## src/hdl/cfr_pkg.sv

```systemverilog
`default_nettype none
// -----------------------------------------------------------------------------
// cfr_pkg
// Shared constants and types of the checksummed frame receiver.
// -----------------------------------------------------------------------------
package cfr_pkg;

   localparam int unsigned PAYLOAD_LEN_DEFAULT = 16;

   localparam int unsigned BYTE_W  = 8;
   localparam int unsigned POS_W   = 6;
   localparam int unsigned COUNT_W = 32;
   localparam int unsigned CSR_W   = 32;
   localparam int unsigned ADDR_W  = 3;

   localparam logic [BYTE_W-1:0] HEAD_RESET = 8'hA5;
   localparam logic [BYTE_W-1:0] TAIL_RESET = 8'h5A;

   // register index, taken from paddr[2]
   localparam logic REG_HEAD = 1'b0;
   localparam logic REG_TAIL = 1'b1;

   // front to slot: store a matched frame
   typedef struct packed {
      logic               push;
      logic [COUNT_W-1:0] errors;
   } frame_push_type;

   // slot to back: a frame waits
   typedef struct packed {
      logic               valid;
      logic [COUNT_W-1:0] errors;
   } slot_status_type;

endpackage : cfr_pkg
`default_nettype wire

```

## src/hdl/cfr_front.sv

```systemverilog
`default_nettype none
// -----------------------------------------------------------------------------
// cfr_front
// Receive window: shifts bytes in, keeps a running payload sum and checks
// the candidate frame when the window fills.
// -----------------------------------------------------------------------------
module cfr_front
   import cfr_pkg::*;
#(
   parameter int unsigned PAYLOAD_LEN = PAYLOAD_LEN_DEFAULT
) (
   input  wire logic                                clock,
   input  wire logic                                reset,
   input  wire logic                                accept,
   input  wire logic [BYTE_W-1:0]                   rx_byte,
   input  wire logic [BYTE_W-1:0]                   head_byte,
   input  wire logic [BYTE_W-1:0]                   tail_byte,
   output      logic                                window_ready,
   output      frame_push_type                      frame_push,
   output      logic [PAYLOAD_LEN-1:0][BYTE_W-1:0]  frame_bytes
);

   localparam int unsigned FRAME_LEN = PAYLOAD_LEN + 3;
   localparam int unsigned FILL_W    = $clog2(FRAME_LEN);
   localparam int unsigned CKS_POS   = PAYLOAD_LEN + 1;

   logic [FRAME_LEN-1:0][BYTE_W-1:0] window_ff, window_in;
   logic [BYTE_W-1:0]                psum_ff, psum_in;
   logic [FILL_W-1:0]                fill_ff, fill_in;
   logic [COUNT_W-1:0]               reject_ff, reject_in;
   logic                             at_check;
   logic                             match;

   // newest byte sits at the top, oldest valid byte at FRAME_LEN - fill
   always_comb begin
      for (int i = 0; i < FRAME_LEN - 1; i++) begin
         window_in[i] = window_ff[i+1];
      end
      window_in[FRAME_LEN-1] = rx_byte;
      // payload region after the shift covers old positions 2 .. P+1
      psum_in = psum_ff - window_ff[1] + window_ff[PAYLOAD_LEN+1];
   end

   assign at_check = (fill_ff == FILL_W'(FRAME_LEN - 1));
   assign match    = (window_in[0] == head_byte) &&
                     (window_in[FRAME_LEN-1] == tail_byte) &&
                     (window_in[CKS_POS] == psum_in);

   always_comb begin
      fill_in   = fill_ff;
      reject_in = reject_ff;
      if (accept) begin
         if (!at_check) begin
            fill_in = fill_ff + FILL_W'(1);
         end else if (match) begin
            fill_in = '0;
         end else begin
            reject_in = reject_ff + COUNT_W'(1);
         end
      end
   end

   always_ff @(posedge clock) begin
      if (reset) begin
         window_ff <= '0;
         psum_ff   <= '0;
         fill_ff   <= '0;
         reject_ff <= '0;
      end else if (accept) begin
         window_ff <= window_in;
         psum_ff   <= psum_in;
         fill_ff   <= fill_in;
         reject_ff <= reject_in;
      end
   end

   always_comb begin
      for (int i = 0; i < PAYLOAD_LEN; i++) begin
         frame_bytes[i] = window_in[i+1];
      end
   end

   assign frame_push.push   = accept && at_check && match;
   assign frame_push.errors = reject_ff;
   assign window_ready      = !at_check;

   // a byte that completes no candidate leaves the reject count alone
   assert property (@(posedge clock) disable iff (reset)
      (accept && !at_check) |=> (reject_ff == $past(reject_ff)))
      else $error("reject count moved without a candidate check");

   // the count only moves on an accepted byte
   assert property (@(posedge clock) disable iff (reset)
      !accept |=> $stable(reject_ff))
      else $error("reject count moved while idle");

endmodule : cfr_front
`default_nettype wire

```

## src/hdl/cfr_slot.sv

```systemverilog
`default_nettype none
// -----------------------------------------------------------------------------
// cfr_slot
// One-frame queue between the receive window and the payload emitter.
// -----------------------------------------------------------------------------
module cfr_slot
   import cfr_pkg::*;
#(
   parameter int unsigned PAYLOAD_LEN = PAYLOAD_LEN_DEFAULT
) (
   input  wire logic                                clock,
   input  wire logic                                reset,
   input  wire frame_push_type                      frame_push,
   input  wire logic [PAYLOAD_LEN-1:0][BYTE_W-1:0]  push_bytes,
   input  wire logic                                take,
   output      slot_status_type                     status,
   output      logic [PAYLOAD_LEN-1:0][BYTE_W-1:0]  slot_bytes
);

   logic                               valid_ff;
   logic [COUNT_W-1:0]                 errors_ff;
   logic [PAYLOAD_LEN-1:0][BYTE_W-1:0] bytes_ff;

   always_ff @(posedge clock) begin
      if (reset) begin
         valid_ff <= 1'b0;
      end else if (frame_push.push) begin
         valid_ff <= 1'b1;
      end else if (take) begin
         valid_ff <= 1'b0;
      end
   end

   always_ff @(posedge clock) begin
      if (frame_push.push) begin
         errors_ff <= frame_push.errors;
         bytes_ff  <= push_bytes;
      end
   end

   assign status.valid  = valid_ff;
   assign status.errors = errors_ff;
   assign slot_bytes    = bytes_ff;

   // never overwrite a waiting frame, never take from an empty slot
   assert property (@(posedge clock) disable iff (reset)
      frame_push.push |-> !valid_ff)
      else $error("frame pushed into an occupied slot");

   assert property (@(posedge clock) disable iff (reset)
      take |-> valid_ff)
      else $error("frame taken from an empty slot");

endmodule : cfr_slot
`default_nettype wire

```

## src/hdl/cfr_back.sv

```systemverilog
`default_nettype none
// -----------------------------------------------------------------------------
// cfr_back
// Payload emitter: loads a frame and hands out one payload byte per beat.
// -----------------------------------------------------------------------------
module cfr_back
   import cfr_pkg::*;
#(
   parameter int unsigned PAYLOAD_LEN = PAYLOAD_LEN_DEFAULT
) (
   input  wire logic                                clock,
   input  wire logic                                reset,
   input  wire slot_status_type                     status,
   input  wire logic [PAYLOAD_LEN-1:0][BYTE_W-1:0]  slot_bytes,
   output      logic                                take,
   input  wire logic                                pop,
   output      logic                                empty,
   output      logic [BYTE_W-1:0]                   payload_byte,
   output      logic [POS_W-1:0]                    byte_position,
   output      logic                                last_of_frame,
   output      logic [COUNT_W-1:0]                  error_total
);

   logic                               busy_ff;
   logic [POS_W-1:0]                   pos_ff;
   logic [COUNT_W-1:0]                 errors_ff;
   logic [PAYLOAD_LEN-1:0][BYTE_W-1:0] shift_ff, shift_in;
   logic                               last;
   logic                               beat;

   assign last = (pos_ff == POS_W'(PAYLOAD_LEN - 1));
   assign beat = pop && busy_ff;
   assign take = status.valid && (!busy_ff || (beat && last));

   always_comb begin
      for (int i = 0; i < PAYLOAD_LEN - 1; i++) begin
         shift_in[i] = shift_ff[i+1];
      end
      shift_in[PAYLOAD_LEN-1] = shift_ff[PAYLOAD_LEN-1];
   end

   always_ff @(posedge clock) begin
      if (reset) begin
         busy_ff <= 1'b0;
         pos_ff  <= '0;
      end else if (take) begin
         busy_ff <= 1'b1;
         pos_ff  <= '0;
      end else if (beat) begin
         busy_ff <= !last;
         pos_ff  <= pos_ff + POS_W'(1);
      end
   end

   always_ff @(posedge clock) begin
      if (take) begin
         shift_ff  <= slot_bytes;
         errors_ff <= status.errors;
      end else if (beat) begin
         shift_ff  <= shift_in;
      end
   end

   assign empty         = !busy_ff;
   assign payload_byte  = shift_ff[0];
   assign byte_position = pos_ff;
   assign last_of_frame = last;
   assign error_total   = errors_ff;

   assert property (@(posedge clock) disable iff (reset)
      busy_ff |-> (pos_ff < POS_W'(PAYLOAD_LEN)))
      else $error("payload position ran past the frame");

   assert property (@(posedge clock) disable iff (reset)
      take |=> (busy_ff && pos_ff == '0))
      else $error("frame load did not restart at position zero");

   assert property (@(posedge clock) disable iff (reset)
      (beat && !last) |=> (busy_ff && pos_ff == $past(pos_ff) + POS_W'(1)))
      else $error("payload beat did not advance the position");

endmodule : cfr_back
`default_nettype wire

```

## src/hdl/checksummed_frame_receiver_core.sv

```systemverilog
`default_nettype none
// -----------------------------------------------------------------------------
// checksummed_frame_receiver_core
// Finds head / payload / checksum / tail frames in a byte stream and emits
// the payload bytes of each good frame with position, last flag and the
// running reject count.
// -----------------------------------------------------------------------------
//   channel   handshake              beat carries
//   -------   --------------------   -----------------------------------------
//   req       push / full            rx_byte
//   rsp       pop / empty            payload_byte, byte_position,
//                                    last_of_frame, error_total
//   csr       psel/penable/pwrite    head_byte at 0x0, tail_byte at 0x4
//
// One received byte is taken per cycle while full is low; the window check runs
// in the same cycle the byte shifts in. A good frame yields PAYLOAD_LEN result
// beats, one per cycle while pop is high, set by the emitter's shift register.
// full rises only when the next byte would complete a candidate frame while
// the one-frame slot still holds an unread frame.
// Reset is synchronous; it clears the window, the running sum and counters.
// Either side may stall for any time without losing a beat.
// -----------------------------------------------------------------------------
module checksummed_frame_receiver_core
   import cfr_pkg::*;
#(
   parameter int unsigned PAYLOAD_LEN = PAYLOAD_LEN_DEFAULT
) (
   input  wire logic               clock,
   input  wire logic               reset,
   // received bytes
   input  wire logic               push,
   output      logic               full,
   input  wire logic [BYTE_W-1:0]  req_rx_byte,
   // payload results
   output      logic               empty,
   input  wire logic               pop,
   output      logic [BYTE_W-1:0]  rsp_payload_byte,
   output      logic [POS_W-1:0]   rsp_byte_position,
   output      logic               rsp_last_of_frame,
   output      logic [COUNT_W-1:0] rsp_error_total,
   // register port
   input  wire logic               psel,
   input  wire logic               penable,
   input  wire logic               pwrite,
   input  wire logic [ADDR_W-1:0]  paddr,
   input  wire logic [CSR_W-1:0]   pwdata,
   output      logic [CSR_W-1:0]   prdata,
   output      logic               pready
);

   logic [BYTE_W-1:0]                  head_ff;
   logic [BYTE_W-1:0]                  tail_ff;
   logic                               csr_write;
   logic                               accept;
   logic                               window_ready;
   logic                               take;
   frame_push_type                     frame_push;
   slot_status_type                    status;
   logic [PAYLOAD_LEN-1:0][BYTE_W-1:0] frame_bytes;
   logic [PAYLOAD_LEN-1:0][BYTE_W-1:0] slot_bytes;

   // register port: zero wait states, write on the access phase
   assign pready    = 1'b1;
   assign csr_write = psel && penable && pwrite;

   always_ff @(posedge clock) begin
      if (reset) begin
         head_ff <= HEAD_RESET;
         tail_ff <= TAIL_RESET;
      end else if (csr_write) begin
         case (paddr[2])
            REG_HEAD: head_ff <= pwdata[BYTE_W-1:0];
            REG_TAIL: tail_ff <= pwdata[BYTE_W-1:0];
            default:  head_ff <= head_ff;
         endcase
      end
   end

   always_comb begin
      case (paddr[2])
         REG_HEAD: prdata = {{(CSR_W-BYTE_W){1'b0}}, head_ff};
         REG_TAIL: prdata = {{(CSR_W-BYTE_W){1'b0}}, tail_ff};
         default:  prdata = '0;
      endcase
   end

   // hold input only when a candidate check could find the slot busy
   assign full   = !window_ready && status.valid;
   assign accept = push && !full;

   cfr_front #(
      .PAYLOAD_LEN (PAYLOAD_LEN)
   ) u_front (
      .clock        (clock),
      .reset        (reset),
      .accept       (accept),
      .rx_byte      (req_rx_byte),
      .head_byte    (head_ff),
      .tail_byte    (tail_ff),
      .window_ready (window_ready),
      .frame_push   (frame_push),
      .frame_bytes  (frame_bytes)
   );

   cfr_slot #(
      .PAYLOAD_LEN (PAYLOAD_LEN)
   ) u_slot (
      .clock      (clock),
      .reset      (reset),
      .frame_push (frame_push),
      .push_bytes (frame_bytes),
      .take       (take),
      .status     (status),
      .slot_bytes (slot_bytes)
   );

   cfr_back #(
      .PAYLOAD_LEN (PAYLOAD_LEN)
   ) u_back (
      .clock         (clock),
      .reset         (reset),
      .status        (status),
      .slot_bytes    (slot_bytes),
      .take          (take),
      .pop           (pop),
      .empty         (empty),
      .payload_byte  (rsp_payload_byte),
      .byte_position (rsp_byte_position),
      .last_of_frame (rsp_last_of_frame),
      .error_total   (rsp_error_total)
   );

   // a matched frame always finds room in the slot
   assert property (@(posedge clock) disable iff (reset)
      frame_push.push |-> !status.valid)
      else $error("matched frame with no room in the slot");

   // registers change only through a completed write
   assert property (@(posedge clock) disable iff (reset)
      !csr_write |=> ($stable(head_ff) && $stable(tail_ff)))
      else $error("frame marker register changed without a write");

   // a frame left waiting in the slot keeps the input stalled at the check
   assert property (@(posedge clock) disable iff (reset)
      (status.valid && !window_ready) |-> !accept)
      else $error("byte accepted at the check with the slot occupied");

endmodule : checksummed_frame_receiver_core
`default_nettype wire

```

## config.mk

```make
export PLATFORM = sky130hd
export DESIGN_NAME = checksummed_frame_receiver_core
export DESIGN_NICKNAME = d
export VERILOG_FILES = /design/src/hdl/cfr_pkg.sv /design/src/hdl/cfr_front.sv /design/src/hdl/cfr_slot.sv /design/src/hdl/cfr_back.sv /design/src/hdl/checksummed_frame_receiver_core.sv
export SDC_FILE = /design/constraint.sdc
export NUM_CORES = 1
export LEC_CHECK = 0
export ABC_AREA = 1
export BUFFER_PORTS_ARGS = -buffer_cell sky130_fd_sc_hd__buf_2
export CORE_MARGIN = 2
export CORE_UTILIZATION = 45
export CTS_CLUSTER_DIAMETER = 80
export DETAILED_ROUTE_END_ITERATION = 16
export PLACE_DENSITY = 0.64
export RECOVER_POWER = 50
export SKIP_LAST_GASP = 1
export SYNTH_ARGS = -nofsm -noshare
export SYNTH_HDL_FRONTEND = slang
export SYNTH_SLANG_ARGS = --single-unit
```

## constraint.sdc

```tcl
create_clock -name clock -period 29.9 [get_ports clock]
set_input_delay 5.98 -clock clock [delete_from_list [all_inputs] [get_ports clock]]
set_output_delay 5.98 -clock clock [all_outputs]
set_load 0.05 [all_outputs]
```

==> out/qor.yml <==
worst_setup_path:
  end_kind: "flop"
  worst_setup_path_start_kind: "primary input"
  cpPeakStageDelay_ns: 3.17
  criticalPathCategory: "primary input to flop"
  rrSetupSlack_ns: 22.44
  cpMostUsedCell: "clkbuf_1"
  r2r-start: "u_front.fill_ff[0]$_SDFFE_PP0P_"
  cp_cell_sequence: "buf_2, clkbuf_1, clkinvlp_2, clkbuf_1, o21ai_0, a21oi_1"
  crit_family: "buffers and inverters"
  worstPathMaxFanout: 90
  path_buf_inv: 4
  rr_endpoint: "u_front.window_ff[10]$_SDFFE_PP0P_"
  arrival_ns: 13.43
  reg2regPathDepth: 10
  worst_ep_required_time_ns: 30.26
  slowest_stage: "clkinvlp_2"
power_and_ir_drop:
  total_leakage_power_nw: 9.14
  ir_drop_uv: 49.6
  p_per_area_mw_per_mm2: 68.4
route:
  num_vias: 13427
  drc_errors: 0
  first_iter_violations: 882
  routed_wl_um: 39500
  detail_route.wl_per_cell_um: 14.4
  final_antenna_net_count: 0
  firstDrtPassIters: 5
  vias_per_cell: 4.89
status:
  violations: "capacitance limit, slew limit"
  status: "finished, violations left"
synth:
  synth.area.top_cells: "edfxtp_1 (46%), dfxtp_1 (21%), nand2_1 (10%)"
  synth_compound_area_frac: 0.0663
  synth_xor_area_frac: 0.0182
  synth_top_family_by_area: "simple AND/OR/NAND/NOR gates"
  yosysSeqAreaShare: 0.669
  synthFlopType: "edfxtp_1"
  synth_simple_gate_area_frac: 0.179
  synth_top_area_frac: 0.464
  syn_area_mm2: 0.0207
  muxShareOfSynthArea: 0
  yosysWarnings: 0
  yosysTopAreaCell: "edfxtp_1"
  ys_ff_latch: 533
  async_flop_share: 0
  netlist_instances: 2051
  synth_cell_types: 32
  synthAdderAreaFrac: 0.0140
  syn_area_per_cell_um2: 10.1
  synth-edff-count: 320
global_route:
  first_global_vias: 12861
  antenna_found_initial: 0
  grt_first_pass_wirelength_um: 65400
  grt_usage: 0.169
  grt_max_degree: 101
  gr-total-overflow: 0
floorplanning:
  coreArea_mm2: 0.0454
  die_x_um: 219
  die_h_um: 219
  rows: 78
  boundaryPins: 132
  dieArea_mm2: 0.0478
  initial_utilization: 0.457
timing:
  timing.final.crit_share: 0.437
  slew_viol_final: 677
  rsz0062_at_grt: "false"
  finalHoldWorstSlack_ns: 0.417
  finalHoldViolCount: 0
  max_freq_ghz: 0.0765
  fin_skew_ns: 0.0255
  setup_viol: 0
  timing.slew.headroom: -2.06
  tns_ns: 0
  fin_crit_ns: 13.07
  worstMarginPinSlew_ns: 4.58
layout:
  stdcell_area_mm2: 0.0231
  drive_gt1_frac: 0.0643
  nets: 2167
  n_antenna_cell: 0
  fillers: 4111
  area_growth_pct: 11.4
clock_network:
  clockBufferDepth: 3
  cts_max_level: 2
  cts_setup_buffers: 0
  clockRootBuffer: "clkbuf_16"
  cts-hold-fix-buffers: 0
  cts_resized: 0
  cts_tree: "built"
  cts_buffers: 55
  clk_latency_ns: 0.61
  path_clk_slew_ns: 0.06
  clock-sinks: 533
min_path:
  min_path_type: "flop to flop"
  worstHoldStart: "u_slot.errors_ff[17]$_DFFE_PP_"
  holdPathEnd: "u_back.error_total[17]$_DFFE_PP_"
  min_path_cells: 0
placed_design:
  dpl_cell_area_mm2: 0.0214
  port_buffers: 80
  globalplace.congestion: 0.890
  place_hpwl_um: 22300
run:
  maxCapViolations: 10
==> cells by family after synthesis <==
family                   after synthesis
AND/OR/NAND/NOR                      946
flip-flops                           533
AO/OA/AOI/OAI                        271
buffers and inverters                237
XOR/XNOR                              43
adder cells (fa/ha/maj)               19
other                                  2
==> where the power goes <==
part,total (mW),switching (mW),internal [mW],leakage [nW]
registers,0.799,0.0102,0.789,4.80
logic,0.107,0.0729,0.0344,3.46
clock network,0.674,0.277,0.397,0.878
==> cells in the mapped netlist, types with 4 or more instances <==
cell	n
a21oi_1	86
buf_2	12
buf_4	41
buf_6	6
clkbuf_1	62
dfxtp_1	213
edfxtp_1	320
fa_1	7
ha_1	12
inv_1	108
inv_2	6
nand2_1	579
nand3_1	22
nand4_1	10
nor2_1	295
nor2_2	4
nor3_1	15
nor4_1	9
o21ai_0	179
xnor2_1	11
xor2_1	32
==> layout make-up <==
cell class | count | area, um2 | share of cell area
sequential | 533 | 13900 | 0.601
multi-input combinational | 1304 | 5850 | 0.253
clock buffer | 80 | 1520 | 0.0658
tap | 600 | 751 | 0.0325
inverter | 114 | 437 | 0.0189
timing repair buffer | 90 | 393 | 0.0170
clock inverter | 24 | 278 | 0.0120
==> state kept, by name (all words and copies together), names as in the netlist, 16 cells and up <==
| signal | cells |
|---|---|
| u_back.error_total | 32 |
| u_slot.slot_bytes | 128 |
| u_front.window_ff | 16 |
| u_front.frame_bytes | 128 |
| u_slot.errors_ff | 32 |
| u_front.reject_ff | 32 |
| u_back.shift_ff | 120 |
==> placed cells by master (no fill, tap or decap), drive strengths merged <==
master / netlist / layout
a211oi: 1 / 1
a21oi: 89 / 89
buf: 61 / 36
bufinv: 0 / 5
clkbuf: 62 / 134
clkinv: 0 / 17
clkinvlp: 0 / 3
conb: 2 / 25
dfxtp: 213 / 213
edfxtp: 320 / 320
fa: 7 / 7
ha: 12 / 12
inv: 114 / 113
nand2: 583 / 583
nand3: 25 / 25
nand3b: 2 / 2
nand4: 10 / 10
nor2: 299 / 299
nor3: 15 / 15
nor4: 9 / 9
o211ai: 1 / 1
o21ai: 179 / 179
o22ai: 1 / 1
or2: 3 / 3
xnor2: 11 / 11
xor2: 32 / 32
==> worst max-delay path by stage <==
stage	startpoint	end	slack (ns)	depth (start not counted)
after floorplan	paddr[2]	prdata[4]	16.65	2
after global placement	paddr[2]	prdata[3]	17.17	4
after detailed placement	paddr[2]	prdata[3]	17.20	4
after CTS	paddr[2]	prdata[3]	17.19	4
after global routing	reset	u_front.window_ff[151]$_SDFFE_PP0P_	16.12	6
final	reset	u_front.window_ff[151]$_SDFFE_PP0P_	16.83	6
==> worst reg2reg max path: stages (launching register included) <==
cell,delay (ns)
dfxtp_1,0.33
inv_1,0.10
ha_1,0.15
nand4_1,0.11
nor2_1,0.35
inv_2,0.05
nand2_1,1.12
clkbuf_1,1.32
clkbuf_1,2.44
o21ai_0,1.08
a21oi_1,0.32
==> metal layers <==
layer | share of wire | vias up | GRT usage
li1 | - | 6775 | -
met1 | 0.48 | 6362 | 0.231
met2 | 0.46 | 229 | 0.277
met3 | 0.037 | 61 | 0.0238
met4 | 0.024 | 0 | 0.0556
met5 | 0 | - | 0
==> per-stage QoR <==
step,worst slack [ns],power (mW),instances,utilization
after floorplan,16.65,0.898,2074,-
after global placement,17.17,0.917,2641,0.472
after detailed placement,17.20,0.920,2641,0.472
after CTS,17.19,1.60,2745,0.511
final,16.83,1.58,2745,0.509
after global routing,16.12,1.64,2745,0.509
Power figures use the tool's default switching activity.
